==> config.mk <==
export PLATFORM = sky130hd
export DESIGN_NAME = mlp_online_backprop_trainer
export DESIGN_NICKNAME = d
export VERILOG_FILES = /design/src/mlpobt_pkg.sv /design/src/mlp_online_backprop_trainer.sv
export SDC_FILE = /design/constraint.sdc
export NUM_CORES = 2
export LEC_CHECK = 0
export ABC_AREA = 1
export BUFFER_PORTS_ARGS = -buffer_cell sky130_fd_sc_hd__buf_2
export CAP_MARGIN = 10
export CORE_AREA = 2 2 467 469
export DETAILED_ROUTE_END_ITERATION = 6
export DIE_AREA = 0 0 469 471
export GPL_TIMING_DRIVEN = 1
export PLACE_DENSITY_LB_ADDON = 0.1
export SYNTH_ARGS = -nofsm -noshare
export SYNTH_HDL_FRONTEND = slang
export SYNTH_SLANG_ARGS = --single-unit
==> constraint.sdc <==
create_clock -name aclk -period 17.1 [get_ports aclk]
set_input_delay 3.42 -clock aclk [delete_from_list [all_inputs] [get_ports aclk]]
set_output_delay 3.42 -clock aclk [all_outputs]
set_load 0.03 [all_outputs]
==> src/mlpobt_pkg.sv <==
// shared types, codes and the tanh table of the perceptron trainer
`timescale 1ns / 1ps
`default_nettype none
package mlpobt_pkg;

    typedef enum logic [3:0] {
        ST_IDLE,
        ST_FWD,
        ST_TANH,
        ST_OMAC,
        ST_PRED,
        ST_UPD_OUT,
        ST_UPD_HID,
        ST_UPD_W,
        ST_DONE
    } state_t;

    localparam logic [1:0] KIND_INFER = 2'd0;
    localparam logic [1:0] KIND_TRAIN = 2'd1;
    localparam logic [1:0] KIND_LOAD  = 2'd2;

    localparam logic [1:0] CFG_RATE_HIDDEN  = 2'd0;
    localparam logic [1:0] CFG_RATE_OUTPUT  = 2'd1;
    localparam logic [1:0] CFG_WEIGHT_LIMIT = 2'd2;

    localparam logic [14:0] RATE_HIDDEN_RST  = 15'd22938;
    localparam logic [14:0] RATE_OUTPUT_RST  = 15'd2294;
    localparam logic [14:0] WEIGHT_LIMIT_RST = 15'd20480;

    localparam int DATA_W    = 16;
    localparam int HID_W     = 13;
    localparam int ACC_W     = 36;
    localparam int OUT_ACC_W = 33;
    localparam int OPA_W     = 32;
    localparam int OPB_W     = 17;
    localparam int PROD_W    = OPA_W + OPB_W;
    localparam int G_W       = 24;
    localparam int NET_W     = 25;

    localparam logic signed [HID_W-1:0] TANH_MAX = 13'sd4093;

    function automatic logic [HID_W-1:0] tanh_lut(input logic [4:0] idx);
        logic [HID_W-1:0] y;
        case (idx)
            5'd0:    y = 13'd0;
            5'd1:    y = 13'd1003;
            5'd2:    y = 13'd1893;
            5'd3:    y = 13'd2602;
            5'd4:    y = 13'd3119;
            5'd5:    y = 13'd3475;
            5'd6:    y = 13'd3707;
            5'd7:    y = 13'd3856;
            5'd8:    y = 13'd3949;
            5'd9:    y = 13'd4006;
            5'd10:   y = 13'd4041;
            5'd11:   y = 13'd4062;
            5'd12:   y = 13'd4076;
            5'd13:   y = 13'd4084;
            5'd14:   y = 13'd4089;
            5'd15:   y = 13'd4091;
            default: y = 13'd4093;
        endcase
        return y;
    endfunction

    // odd, linear between samples every 0.25, flat from 4.0 up
    function automatic logic signed [HID_W-1:0] tanh_q12(input logic signed [NET_W-1:0] net);
        logic [NET_W-1:0] mag;
        logic [HID_W-1:0] y0;
        logic [HID_W-1:0] y1;
        logic [9:0]       diff;
        logic [20:0]      prodd;
        logic [HID_W-1:0] y;
        mag = net[NET_W-1] ? NET_W'(-net) : NET_W'(net);
        y0 = tanh_lut({1'b0, mag[13:10]});
        y1 = tanh_lut(5'({1'b0, mag[13:10]}) + 5'd1);
        diff = 10'(y1 - y0);
        prodd = 21'(diff) * 21'(mag[9:0]) + 21'd512;
        if (mag >= NET_W'(16384)) begin
            y = TANH_MAX;
        end else begin
            y = y0 + 13'(prodd[20:10]);
        end
        return net[NET_W-1] ? -$signed(y) : $signed(y);
    endfunction

endpackage
`default_nettype wire

==> src/mlp_online_backprop_trainer.sv <==
// A load item writes one weight and gives a result beat; an infer item runs the
// forward pass; a train item adds the output and hidden weight updates. One item is
// in work at a time; the next is taken while the result waits. Every product goes
// through the one shared multiplier, and the weight memories have a registered read.
// Reset (synchronous, aresetn low) clears control, weight valid bits and sets registers.
`timescale 1ns / 1ps
`default_nettype none
module mlp_online_backprop_trainer #(
    parameter int NUM_FEATURES = 3,
    parameter int NUM_HIDDEN   = 4
) (
    input  wire logic        aclk,
    input  wire logic        aresetn,
    input  wire logic        s_tvalid,
    output logic             s_tready,
    // feature_0, feature_1, feature_2, label, weight_index, weight_value, zero pad
    input  wire logic [87:0] s_tdata,
    // kind
    input  wire logic [1:0]  s_tuser,
    output logic             m_tvalid,
    input  wire logic        m_tready,
    // prediction, error
    output logic [31:0]      m_tdata,
    // saturated
    output logic             m_tuser,
    input  wire logic        cfg_valid,
    output logic             cfg_ready,
    input  wire logic [1:0]  cfg_index,
    input  wire logic [14:0] cfg_data
);
    import mlpobt_pkg::*;

    localparam int NF       = NUM_FEATURES;
    localparam int NH       = NUM_HIDDEN;
    localparam int HW_DEPTH = NF * NH;
    localparam int HW_AW    = (HW_DEPTH > 1) ? $clog2(HW_DEPTH) : 1;
    localparam int H_AW     = (NH > 1) ? $clog2(NH) : 1;
    localparam int J_AW     = (NF > 1) ? $clog2(NF) : 1;

    function automatic logic [DATA_W:0] sat16(input logic signed [39:0] x);
        logic [DATA_W:0] r;
        if (x > 40'sd32767) begin
            r = {1'b1, 16'h7fff};
        end else if (x < -40'sd32768) begin
            r = {1'b1, 16'h8000};
        end else begin
            r = {1'b0, x[15:0]};
        end
        return r;
    endfunction

    function automatic logic signed [PROD_W-1:0] rnd(input logic signed [PROD_W-1:0] x,
                                                     input int s);
        logic signed [PROD_W:0] t;
        t = $signed({x[PROD_W-1], x}) + $signed((PROD_W + 1)'(1) << (s - 1));
        return PROD_W'(t >>> s);
    endfunction

    state_t state_reg, state_next;
    logic [2:0]       phase_reg;
    logic [H_AW-1:0]  h_reg;
    logic [J_AW-1:0]  j_reg;
    logic [HW_AW-1:0] addr_reg;
    logic [1:0]       kind_reg;
    logic signed [DATA_W-1:0] label_reg;
    logic signed [DATA_W-1:0] feat_reg [NF];
    logic signed [HID_W-1:0]  hid_reg [NH];
    logic signed [ACC_W-1:0]     acc_reg;
    logic signed [OUT_ACC_W-1:0] out_acc_reg;
    logic signed [PROD_W-1:0]    prod_reg;
    logic signed [G_W-1:0]       g_reg;
    logic signed [DATA_W-1:0]    pred_reg;
    logic signed [DATA_W-1:0]    err_reg;
    logic flag_reg;
    logic [14:0] rate_hidden_reg;
    logic [14:0] rate_output_reg;
    logic [14:0] limit_reg;
    logic        m_tvalid_reg;
    logic [DATA_W-1:0] out_pred_reg;
    logic [DATA_W-1:0] out_err_reg;
    logic              out_sat_reg;

    logic [DATA_W-1:0] hw_mem [HW_DEPTH];
    logic [DATA_W-1:0] ow_mem [NH];
    logic [HW_DEPTH-1:0] hw_vld_reg;
    logic [NH-1:0]       ow_vld_reg;
    logic [DATA_W-1:0] hw_rd_reg;
    logic [DATA_W-1:0] ow_rd_reg;
    logic              hw_rdv_reg;
    logic              ow_rdv_reg;

    logic             hw_rd_en, ow_rd_en, hw_we, ow_we;
    logic [HW_AW-1:0] hw_rd_addr, hw_wa;
    logic [H_AW-1:0]  ow_rd_addr, ow_wa;
    logic [DATA_W-1:0] hw_wd, ow_wd;
    logic signed [OPA_W-1:0] op_a;
    logic signed [OPB_W-1:0] op_b;

    logic s_fire;
    logic last_j, last_h;
    logic signed [DATA_W-1:0] feat_in [NF];
    logic [6:0] widx_ext;
    logic load_hw, load_ow;
    logic signed [DATA_W-1:0] hw_eff, ow_eff, feat_cur;
    logic signed [HID_W-1:0]  hid_cur;
    logic signed [NET_W-1:0]  net;
    logic [DATA_W:0] pred_sat, err_sat, w_sat;
    logic signed [PROD_W-1:0] r12, r15, r27;
    logic signed [24:0] w_out;
    logic signed [24:0] lim_s;
    logic [DATA_W-1:0] w_clamp;
    logic              clamp_flag;
    logic signed [ACC_W:0] net_sum;

    assign s_fire    = s_tvalid && s_tready;
    assign s_tready  = (state_reg == ST_IDLE);
    assign cfg_ready = 1'b1;
    assign m_tvalid  = m_tvalid_reg;
    assign m_tdata   = {out_err_reg, out_pred_reg};
    assign m_tuser   = out_sat_reg;

    assign last_j   = (j_reg == J_AW'(NF - 1));
    assign last_h   = (h_reg == H_AW'(NH - 1));
    assign widx_ext = {3'b000, s_tdata[67:64]};
    assign load_hw  = widx_ext < 7'(HW_DEPTH);
    assign load_ow  = !load_hw && (widx_ext < 7'(HW_DEPTH + NH));
    assign hw_eff   = hw_rdv_reg ? $signed(hw_rd_reg) : '0;
    assign ow_eff   = ow_rdv_reg ? $signed(ow_rd_reg) : '0;
    assign feat_cur = feat_reg[j_reg];
    assign hid_cur  = hid_reg[h_reg];

    always_comb begin
        for (int j = 0; j < NF; j++) begin
            feat_in[j] = (j < 3) ? $signed(s_tdata[16 * (j % 3) +: 16]) : '0;
        end
    end

    // rounding and saturation of the registered product and accumulators
    assign r12      = rnd(prod_reg, 12);
    assign r15      = rnd(prod_reg, 15);
    assign r27      = rnd(prod_reg, 27);
    assign net_sum  = $signed({acc_reg[ACC_W-1], acc_reg}) + (ACC_W + 1)'(2048);
    assign net      = NET_W'(net_sum >>> 12);
    assign pred_sat = sat16(40'(rnd(PROD_W'(out_acc_reg), 12)));
    assign err_sat  = sat16(40'(pred_reg) - 40'(label_reg));
    assign w_sat    = sat16(40'(hw_eff) - 40'(r12));
    assign w_out    = 25'(ow_eff) - 25'(r27);
    assign lim_s    = $signed({10'd0, limit_reg});

    always_comb begin
        clamp_flag = 1'b0;
        w_clamp    = w_out[15:0];
        if (w_out > lim_s) begin
            clamp_flag = 1'b1;
            w_clamp    = {1'b0, limit_reg};
        end else if (w_out < -lim_s) begin
            clamp_flag = 1'b1;
            w_clamp    = 16'(-lim_s);
        end
    end

    always_comb begin
        state_next = state_reg;
        hw_rd_en   = 1'b0;
        ow_rd_en   = 1'b0;
        hw_rd_addr = addr_reg;
        ow_rd_addr = h_reg;
        hw_we      = 1'b0;
        ow_we      = 1'b0;
        hw_wa      = addr_reg;
        ow_wa      = h_reg;
        hw_wd      = w_sat[15:0];
        ow_wd      = w_clamp;
        op_a       = '0;
        op_b       = '0;
        case (state_reg)
            ST_IDLE: begin
                if (s_fire) begin
                    if (s_tuser == KIND_LOAD) begin
                        state_next = ST_DONE;
                        hw_we = load_hw;
                        hw_wa = HW_AW'(widx_ext);
                        hw_wd = s_tdata[83:68];
                        ow_we = load_ow;
                        ow_wa = H_AW'(widx_ext - 7'(HW_DEPTH));
                        ow_wd = s_tdata[83:68];
                    end else begin
                        state_next = ST_FWD;
                    end
                end
            end
            ST_FWD: begin
                case (phase_reg)
                    3'd0: hw_rd_en = 1'b1;
                    3'd1: begin
                        op_a = OPA_W'(feat_cur);
                        op_b = OPB_W'(hw_eff);
                    end
                    default: if (last_j) state_next = ST_TANH;
                endcase
            end
            ST_TANH: state_next = ST_OMAC;
            ST_OMAC: begin
                case (phase_reg)
                    3'd0: ow_rd_en = 1'b1;
                    3'd1: begin
                        op_a = OPA_W'(hid_cur);
                        op_b = OPB_W'(ow_eff);
                    end
                    default: state_next = last_h ? ST_PRED : ST_FWD;
                endcase
            end
            ST_PRED: begin
                if (phase_reg != 3'd0) begin
                    state_next = (kind_reg == KIND_TRAIN) ? ST_UPD_OUT : ST_DONE;
                end
            end
            ST_UPD_OUT: begin
                case (phase_reg)
                    3'd0: begin
                        ow_rd_en = 1'b1;
                        op_a = OPA_W'(err_reg);
                        op_b = OPB_W'(hid_cur);
                    end
                    3'd1: begin
                        op_a = OPA_W'(prod_reg);
                        op_b = $signed({2'b00, rate_output_reg});
                    end
                    default: begin
                        ow_we = 1'b1;
                        if (last_h) state_next = ST_UPD_HID;
                    end
                endcase
            end
            ST_UPD_HID: begin
                case (phase_reg)
                    3'd0: begin
                        ow_rd_en = 1'b1;
                        op_a = OPA_W'(hid_cur);
                        op_b = OPB_W'(hid_cur);
                    end
                    3'd2: begin
                        op_a = OPA_W'(g_reg);
                        op_b = OPB_W'(ow_eff);
                    end
                    3'd4: begin
                        op_a = OPA_W'(g_reg);
                        op_b = OPB_W'(err_reg);
                    end
                    3'd6: begin
                        op_a = OPA_W'(g_reg);
                        op_b = $signed({2'b00, rate_hidden_reg});
                    end
                    3'd7: state_next = ST_UPD_W;
                    default: ;
                endcase
            end
            ST_UPD_W: begin
                case (phase_reg)
                    3'd0: hw_rd_en = 1'b1;
                    3'd1: begin
                        op_a = OPA_W'(g_reg);
                        op_b = OPB_W'(feat_cur);
                    end
                    default: begin
                        hw_we = 1'b1;
                        if (last_j) state_next = last_h ? ST_DONE : ST_UPD_HID;
                    end
                endcase
            end
            ST_DONE: if (!m_tvalid_reg || m_tready) state_next = ST_IDLE;
            default: state_next = ST_IDLE;
        endcase
    end

    always_ff @(posedge aclk) begin
        if (hw_we) hw_mem[hw_wa] <= hw_wd;
        if (ow_we) ow_mem[ow_wa] <= ow_wd;
        if (hw_rd_en) begin
            hw_rd_reg  <= hw_mem[hw_rd_addr];
            hw_rdv_reg <= hw_vld_reg[hw_rd_addr];
        end
        if (ow_rd_en) begin
            ow_rd_reg  <= ow_mem[ow_rd_addr];
            ow_rdv_reg <= ow_vld_reg[ow_rd_addr];
        end
    end

    always_ff @(posedge aclk) begin
        if (!aresetn) begin
            state_reg       <= ST_IDLE;
            phase_reg       <= '0;
            m_tvalid_reg    <= 1'b0;
            hw_vld_reg      <= '0;
            ow_vld_reg      <= '0;
            rate_hidden_reg <= RATE_HIDDEN_RST;
            rate_output_reg <= RATE_OUTPUT_RST;
            limit_reg       <= WEIGHT_LIMIT_RST;
        end else begin
            state_reg <= state_next;
            if (hw_we) hw_vld_reg[hw_wa] <= 1'b1;
            if (ow_we) ow_vld_reg[ow_wa] <= 1'b1;
            if (cfg_valid) begin
                case (cfg_index)
                    CFG_RATE_HIDDEN:  rate_hidden_reg <= cfg_data;
                    CFG_RATE_OUTPUT:  rate_output_reg <= cfg_data;
                    CFG_WEIGHT_LIMIT: limit_reg       <= cfg_data;
                    default: ;
                endcase
            end
            if (state_reg == ST_DONE && state_next == ST_IDLE) begin
                m_tvalid_reg <= 1'b1;
            end else if (m_tready) begin
                m_tvalid_reg <= 1'b0;
            end
            case (state_reg)
                ST_IDLE:    phase_reg <= '0;
                ST_FWD:     phase_reg <= (phase_reg == 3'd2) ? 3'd0 : phase_reg + 3'd1;
                ST_OMAC:    phase_reg <= (phase_reg == 3'd2) ? 3'd0 : phase_reg + 3'd1;
                ST_UPD_OUT: phase_reg <= (phase_reg == 3'd2) ? 3'd0 : phase_reg + 3'd1;
                ST_UPD_W:   phase_reg <= (phase_reg == 3'd2) ? 3'd0 : phase_reg + 3'd1;
                ST_PRED:    phase_reg <= (phase_reg == 3'd0) ? 3'd1 : 3'd0;
                ST_UPD_HID: phase_reg <= phase_reg + 3'd1;
                default:    phase_reg <= '0;
            endcase
        end
    end

    always_ff @(posedge aclk) begin
        prod_reg <= op_a * op_b;
        if (state_reg == ST_DONE && state_next == ST_IDLE) begin
            out_pred_reg <= pred_reg;
            out_err_reg  <= err_reg;
            out_sat_reg  <= flag_reg;
        end
        case (state_reg)
            ST_IDLE: begin
                if (s_fire) begin
                    kind_reg    <= s_tuser;
                    label_reg   <= s_tdata[63:48];
                    for (int j = 0; j < NF; j++) feat_reg[j] <= feat_in[j];
                    flag_reg    <= 1'b0;
                    pred_reg    <= '0;
                    err_reg     <= '0;
                    acc_reg     <= '0;
                    out_acc_reg <= '0;
                    h_reg       <= '0;
                    j_reg       <= '0;
                    addr_reg    <= '0;
                end
            end
            ST_FWD: begin
                if (phase_reg == 3'd2) begin
                    acc_reg <= acc_reg + ACC_W'(prod_reg);
                    if (!last_j) begin
                        j_reg    <= j_reg + J_AW'(1);
                        addr_reg <= addr_reg + HW_AW'(NH);
                    end
                end
            end
            ST_TANH: hid_reg[h_reg] <= tanh_q12(net);
            ST_OMAC: begin
                if (phase_reg == 3'd2) begin
                    out_acc_reg <= out_acc_reg + OUT_ACC_W'(prod_reg);
                    acc_reg     <= '0;
                    j_reg       <= '0;
                    if (last_h) begin
                        h_reg <= '0;
                    end else begin
                        h_reg    <= h_reg + H_AW'(1);
                        addr_reg <= HW_AW'(h_reg) + HW_AW'(1);
                    end
                end
            end
            ST_PRED: begin
                if (phase_reg == 3'd0) begin
                    pred_reg <= pred_sat[15:0];
                    if (pred_sat[16]) flag_reg <= 1'b1;
                end else begin
                    err_reg <= err_sat[15:0];
                    if (err_sat[16]) flag_reg <= 1'b1;
                end
            end
            ST_UPD_OUT: begin
                if (phase_reg == 3'd2) begin
                    if (clamp_flag) flag_reg <= 1'b1;
                    h_reg <= last_h ? '0 : h_reg + H_AW'(1);
                end
            end
            ST_UPD_HID: begin
                case (phase_reg)
                    3'd1: g_reg <= G_W'(4096) - G_W'(r12);
                    3'd3: g_reg <= G_W'(r12);
                    3'd5: g_reg <= G_W'(r12);
                    3'd7: begin
                        g_reg    <= G_W'(r15);
                        j_reg    <= '0;
                        addr_reg <= HW_AW'(h_reg);
                    end
                    default: ;
                endcase
            end
            ST_UPD_W: begin
                if (phase_reg == 3'd2) begin
                    if (w_sat[16]) flag_reg <= 1'b1;
                    if (last_j) begin
                        j_reg <= '0;
                        if (!last_h) h_reg <= h_reg + H_AW'(1);
                    end else begin
                        j_reg    <= j_reg + J_AW'(1);
                        addr_reg <= addr_reg + HW_AW'(NH);
                    end
                end
            end
            default: ;
        endcase
    end

`ifndef SYNTHESIS
    a_load_done: assert property (@(posedge aclk) disable iff (!aresetn)
        s_fire && s_tuser == KIND_LOAD |=> state_reg == ST_DONE)
        else $error("load beat did not go straight to result");
    a_result_waits: assert property (@(posedge aclk) disable iff (!aresetn)
        state_reg == ST_DONE && m_tvalid_reg && !m_tready |=> state_reg == ST_DONE)
        else $error("result overwrote a pending output beat");
    a_phase_bound: assert property (@(posedge aclk) disable iff (!aresetn)
        state_reg != ST_UPD_HID |-> phase_reg <= 3'd2)
        else $error("phase counter out of range");
    a_no_mem_clash: assert property (@(posedge aclk) disable iff (!aresetn)
        hw_we && hw_rd_en |-> hw_wa != hw_rd_addr)
        else $error("weight read and write hit the same entry");
`endif

endmodule
`default_nettype wire

; Word-level counts from Yosys, hierarchy flattened
; Memory sizes are Yosys's and may differ from the RTL's. A register that Yosys moved wholly into a read port is not among the register bits.
; Index checks and enable logic that the tools add are counted.
[classes]
addsub = 24
multipliers = 2
n_lt_le_gt_ge = 17
eq_ne = 40
n_mux = 136
bitwise = 2
n_reduce_logical = 42
[op_table]
columns = operator, n
row1 = 16-bit 2-to-1 mux, 13
row2 = 32-bit case mux with 5 select lines, 1
row3 = 17-bit 2-to-1 mux, 9
row4 = 32-bit case mux with 2 select lines, 2
row5 = 36-bit 2-to-1 mux, 3
row6 = 36-bit case mux with 3 select lines, 1
row7 = 32-bit 2-to-1 mux, 3
row8 = 4-bit 2-to-1 mux, 23
row9 = 17-bit case mux with 5 select lines, 1
row10 = 24-bit case mux with 3 select lines, 1
row11 = 17-bit case mux with 4 select lines, 1
row12 = 33-bit 2-to-1 mux, 2
row13 = 33-bit case mux with 2 select lines, 1
row14 = 16-bit case mux with 2 select lines, 2
row15 = 13-bit 2-to-1 mux, 4
row16 = 49-bit by 13-bit adder with 50-bit output (second input constant), 1
row17 = 49-bit by 28-bit adder with 50-bit output (second input constant), 1
row18 = 32-bit by 17-bit multiplier with 49-bit output, 1
row19 = 39-bit by 16-bit adder with 39-bit output (second input constant), 1
row20 = 39-bit by 16-bit > comparator with 1-bit output (second input constant), 1
row21 = 39-bit by 16-bit < comparator with 1-bit output (second input constant), 1
row22 = 16-bit by 38-bit subtractor with 39-bit output, 1
row23 = 36-bit by 13-bit adder with 37-bit output (second input constant), 1
row24 = 36-bit adder, 1
row25 = 80 further kinds, 187
[totals]
register_bits = 305
mem_bits_rw = 356
romBits = 384
in_bits = 112
out_inout_bits = 36
word_cells = 294
mem_count = 6
[memory_table]
columns = memory, depth, width, read_ports, rd_clocked_by_memory_dff, wr, line_no
row1 = (name not given), 16, 12, 1, 0, 0, mlpobt_pkg.sv:44  ; case (idx)
row2 = (name not given), 16, 12, 1, 0, 0, mlpobt_pkg.sv:44
row3 = hw_mem, 12, 16, 1, 1, 1, mlp_online_backprop_trainer.sv:83  ; logic [DATA_W-1:0] hw_mem [HW_DEPTH];
row4 = ow_mem, 4, 16, 1, 1, 1, mlp_online_backprop_trainer.sv:84  ; logic [DATA_W-1:0] ow_mem [NH];
row5 = hid_reg, 4, 13, 1, 1, 1, mlp_online_backprop_trainer.sv:67  ; logic signed [HID_W-1:0] hid_reg [NH];
row6 = feat_reg, 3, 16, 1, 1, 3, mlp_online_backprop_trainer.sv:66  ; logic signed [DATA_W-1:0] feat_reg [NF];

; Logic depth before layout (Yosys ltp)
; An unclocked memory read counts as a cell.
[logic_depth]
word_depth = 15
ltp_mapped = 67
ltp_nobuf = 67

; Worst setup path after synthesis
; No wires, ideal clock.
[synth_timing]
path_type = register to register
startpoint = reg acc_reg[11]
endpoint = mem hid_reg[0][11] (data pin)
setup_time_ns = 0.265
arrival_time_ns = 10.507
t_required_ns = 16.835
path_slack_ns = 6.327
stages_incl_launch_ff = 64
path_buffers = 0
synth_period_minus_slack_ns = 10.773
cell_sequence = edfxtp_1 ha_1 inv_2 ha_1 nand3_1 nor2_1 nand2_1 nor2_1 nand2_1 nand2_1 nand3_1 nand2_2 inv_1 ha_1 inv_1 ha_1 inv_1 o21ai_0 (+28 left out) nand2_1 a21o_1 a21oi_1 o21ai_0 xor2_1 ha_1 nand2_1 o21ai_0 a21oi_1 o21ai_0 xnor2_1 nand4_1 nor2_1 nand3_1 nand2_1 nand2_1 nand2_1 nand2_1
[synth_between]
elab_chain_len = 15
word_cells_on_any_way = 18
classes_between = 7 x add/sub / 1 x mul / 1 x order compare / 7 x mux / 2 x memory
[synth_lines]
columns = item, line_no
row1 = start: declaration, mlp_online_backprop_trainer.sv:68  ; logic signed [ACC_W-1:0] acc_reg;
row2 = start signal: assignment, mlp_online_backprop_trainer.sv:354  ; acc_reg <= acc_reg + ACC_W'(prod_reg);
row3 = 36-bit by 13-bit adder with 37-bit output *, mlp_online_backprop_trainer.sv:142  ; assign net_sum = $signed({acc_reg[ACC_W-1], acc_reg}) + (ACC_W + 1)'(2048);
row4 = 25-bit negation, mlpobt_pkg.sv:74  ; mag = net[NET_W-1] ? NET_W'(-net) : NET_W'(net);
row5 = 25-bit 2-to-1 mux, mlpobt_pkg.sv:74
row6 = 4-bit by 1-bit adder with 5-bit output, mlpobt_pkg.sv:76  ; y1 = tanh_lut(5'({1'b0, mag[13:10]}) + 5'd1);
row7 = memory read 16 x 12 bit, -
row8 = 10-bit 2-to-1 mux, mlpobt_pkg.sv:44
row9 = 10-bit 2-to-1 mux, mlp_online_backprop_trainer.sv:336  ; case (state_reg)
row10 = 10-bit subtractor, mlpobt_pkg.sv:77  ; diff = 10'(y1 - y0);
row11 = 10-bit by 10-bit multiplier with 20-bit output, mlpobt_pkg.sv:78  ; prodd = 21'(diff) * 21'(mag[9:0]) + 21'd512;
row12 = 20-bit by 10-bit adder with 21-bit output, mlpobt_pkg.sv:78
row13 = 13-bit by 11-bit adder with 13-bit output, mlpobt_pkg.sv:82  ; y = y0 + 13'(prodd[20:10]);
row14 = 13-bit 2-to-1 mux, mlpobt_pkg.sv:79  ; if (mag >= NET_W'(16384)) begin
row15 = 13-bit 2-to-1 mux, mlp_online_backprop_trainer.sv:336
row16 = 13-bit negation, mlpobt_pkg.sv:84  ; return net[NET_W-1] ? -$signed(y) : $signed(y);
row17 = 13-bit 2-to-1 mux *, mlpobt_pkg.sv:84
row18 = end: declaration, mlp_online_backprop_trainer.sv:67
; Mark *: on every way between the ends. The rest lies on a longest branch, timed or not. The select of a mux whose other input is x is not followed.

; Worst setup path in the final report
[layout_timing]
startpoint = reg acc_reg[14]
endpoint = mem hid_reg[2][11] (data pin)
; Same word-level chain as after synthesis.

==> impl_metrics.py <==
metrics = {
    "status": {
        "status": "finished, final reports clean",
    },
    "sta": {
        "hold_viol": 0,
        "finClkSkew_ns": 0.0410,
        "max_slew_margin_pct": 25.2,
        "drv_slew": 0,
        "grt_setup_unrepaired": "false",
        "layout_setup_ws_ns": 4.02,
        "fin_crit_sh_pct": 76.5,
        "setup_tns_ns": 0,
        "finalSetupViolCount": 0,
        "holdWs_ns": 0.450,
        "fmax_mhz": 76.5,
        "worstMarginPinSlew_ns": 1.11,
        "fin_crit_ns": 13.08,
    },
    "layout": {
        "largest_register_ffs": 192,
        "final_common_cell": "nand2_1",
        "area_delta_synth_final_pct": 11.2,
        "nets": 9041,
        "nFillCells": 22948,
        "fin_util_pct": 33.2,
        "drive_gt1_share_pct": 6.31,
        "multi_input_area_um2": 39100,
        "final_cell_mix": "nand2_1, inv_1, nor2_1",
        "ff_latch_area_um2": 19700,
    },
    "setup_path": {
        "cp-start-kind": "register",
        "cp_slowest_cell": "xor2_1",
        "crit_type": "reg2reg",
        "slowest_delay_ns": 0.65,
        "crit_arrival_ns": 13.49,
        "r2r.worst_path.cells": 60,
        "critPathMaxFanout": 39,
        "endpoint_kind": "register",
        "worstPathRequired_ns": 17.52,
    },
    "worst_hold_path": {
        "hold_path_depth": 0,
        "hold_class": "reg2reg",
    },
    "grt": {
        "grt-ovfl-total": 0,
        "grt_pass1_wl_um": 356000,
        "first_global_vias": 53428,
        "grt_usage_pct": 21.6,
        "antenna_found_initial": 23,
        "grt_start_max_net_pins": 65,
    },
    "floorplanning": {
        "io_pins": 148,
        "rows": 171,
        "die_w_um": 469,
        "start_util_pct": 29.9,
        "dieArea_um2": 221000,
        "core_um2": 216000,
        "die_h_um": 471,
    },
    "clock_network": {
        "root_buffer": "clkbuf_16",
        "cts_resized": 0,
        "cts_hold_buffers": 0,
        "numCtsBuffers": 82,
        "cts_setup_buffers": 0,
        "cts_buffer_depth": 3,
        "clkTransAtPathRegs_ns": 0.06,
        "cts_tree": "built",
        "clk_latency_ns": 0.72,
        "clock_sinks": 697,
        "htree_levels": 3,
    },
    "detailed_routing": {
        "drcViolationCount": 0,
        "vias_per_cell": 4.93,
        "drt_pre_antenna_iters": 6,
        "wirelength_um": 241000,
        "vias": 53567,
        "drtAntennaViolNets": 0,
        "detail_route.wl_per_cell_um": 22.2,
        "drt_first_iter_violations": 4178,
    },
    "synth": {
        "synth_area_um2": 64500,
        "yosys_warnings": 0,
        "avgSynthCellArea_um2": 8.24,
        "postSynth.asyncResetShare_pct": 0,
        "ys_ff_latch": 697,
        "syn_nets": 8942,
        "synth.distinct_cells": 69,
        "postSynthCellCount": 7831,
        "ys_seq_area_share_pct": 30.5,
        "synth-edff-count": 575,
        "ys.flop_type": "edfxtp_1",
    },
    "placed_design": {
        "place_congestion": 0.943,
        "io_buffers": 142,
        "place_ws_ns": 4.03,
        "dp_hpwl_um": 188000,
    },
    "flow_run": {
        "drv_cap": 0,
    },
}
-- metal layers --
metal	vias to the layer above	GRT usage, %	part of all wire [%]
met5	-	0	0.0046
met4	2	6.75	3.5
li1	25547	-	-
met3	272	2.53	4.8
met1	26474	29.7	45
met2	1272	35.4	47
-- Yosys cell counts (10+ instances only) --
library cell	number	area (um2)
nand4_1	52	325
ha_1	408	5100
o2111ai_1	21	184
buf_1	17	63.8
o21a_1	33	248
nor4_1	28	175
a31oi_1	37	231
xnor2_1	71	622
o221ai_1	25	219
inv_2	19	71.3
a22o_1	13	114
clkbuf_1	205	769
o21bai_1	19	143
fa_1	591	11800
edfxtp_1	575	17300
or2_2	12	75.1
o211ai_1	29	218
o31ai_1	12	90.1
a21oi_1	452	2260
o21ai_1	12	60.1
nor2_1	792	2970
inv_1	1331	5000
nor3_1	91	455
a32o_1	17	170
o21ai_0	488	2440
dfxtp_1	122	2440
buf_2	10	50.1
nor2_2	10	62.6
nand3_1	280	1400
xor2_1	163	1430
a21boi_0	19	143
o22ai_1	80	500
nand3b_1	18	135
a211oi_1	10	75.1
nand2_2	19	119
a21o_1	21	158
nand2_1	1642	6160
-- layout make-up --
class | count | share of cell area, %
tap | 2854 | 4.97
inverter | 1359 | 7.11
antenna | 7 | 0.0244
sequential | 697 | 27.5
multi-input combinational | 5538 | 54.4
timing repair buffer | 252 | 2.14
clock inverter | 45 | 0.807
clock buffer | 107 | 3.07
-- logic make-up (layout without fill, tap and decap cells) --
family          count (synthesis)  after routing  share of synthesized area (%)
simple gates                 2976           2976                           18.9
flops                         697            697                           30.5
mux                             1              1                         0.0174
buf+inv                      1596           1763                           9.34
compound gates               1324           1324                           11.7
fa+ha+maj                     999            999                           26.2
other cells                     1              8                        0.00581
xor+xnor                      237            237                           3.27
-- through the flow --
stage          instance area [um2]  cells
2_1_floorplan                64500   7831
3_3_place_gp                 69000  10700
3_5_place_dp                 69000  10700
4_1_cts                      71800  10852
5_1_grt                      71800  10854
6_report                     71800  10859
-- worst paths after layout --
path,slack [ns],endpoint,startpoint
worst max-delay path,4.02,hid_reg[2][11],acc_reg[14]
worst min-delay path,0.45,out_err_reg[5],err_reg[5]
worst max register to register,4.02,hid_reg[2][11],acc_reg[14]
worst min register to register,0.45,out_err_reg[5],err_reg[5]
-- worst max-delay path, delay by kind of cell (launching register included) --
kind                     cells  cell delay [ns]
AO/OA/AOI/OAI               14             2.76
flip-flops                   1             0.46
XOR/XNOR                     4             1.75
buffers and inverters       11             1.45
adder cells (fa/ha/maj)     10             3.83
AND/OR/NAND/NOR             21             2.51
Power is not shown: default switching activity piles up to over one toggle a cycle in this logic, so the estimate is an artifact.
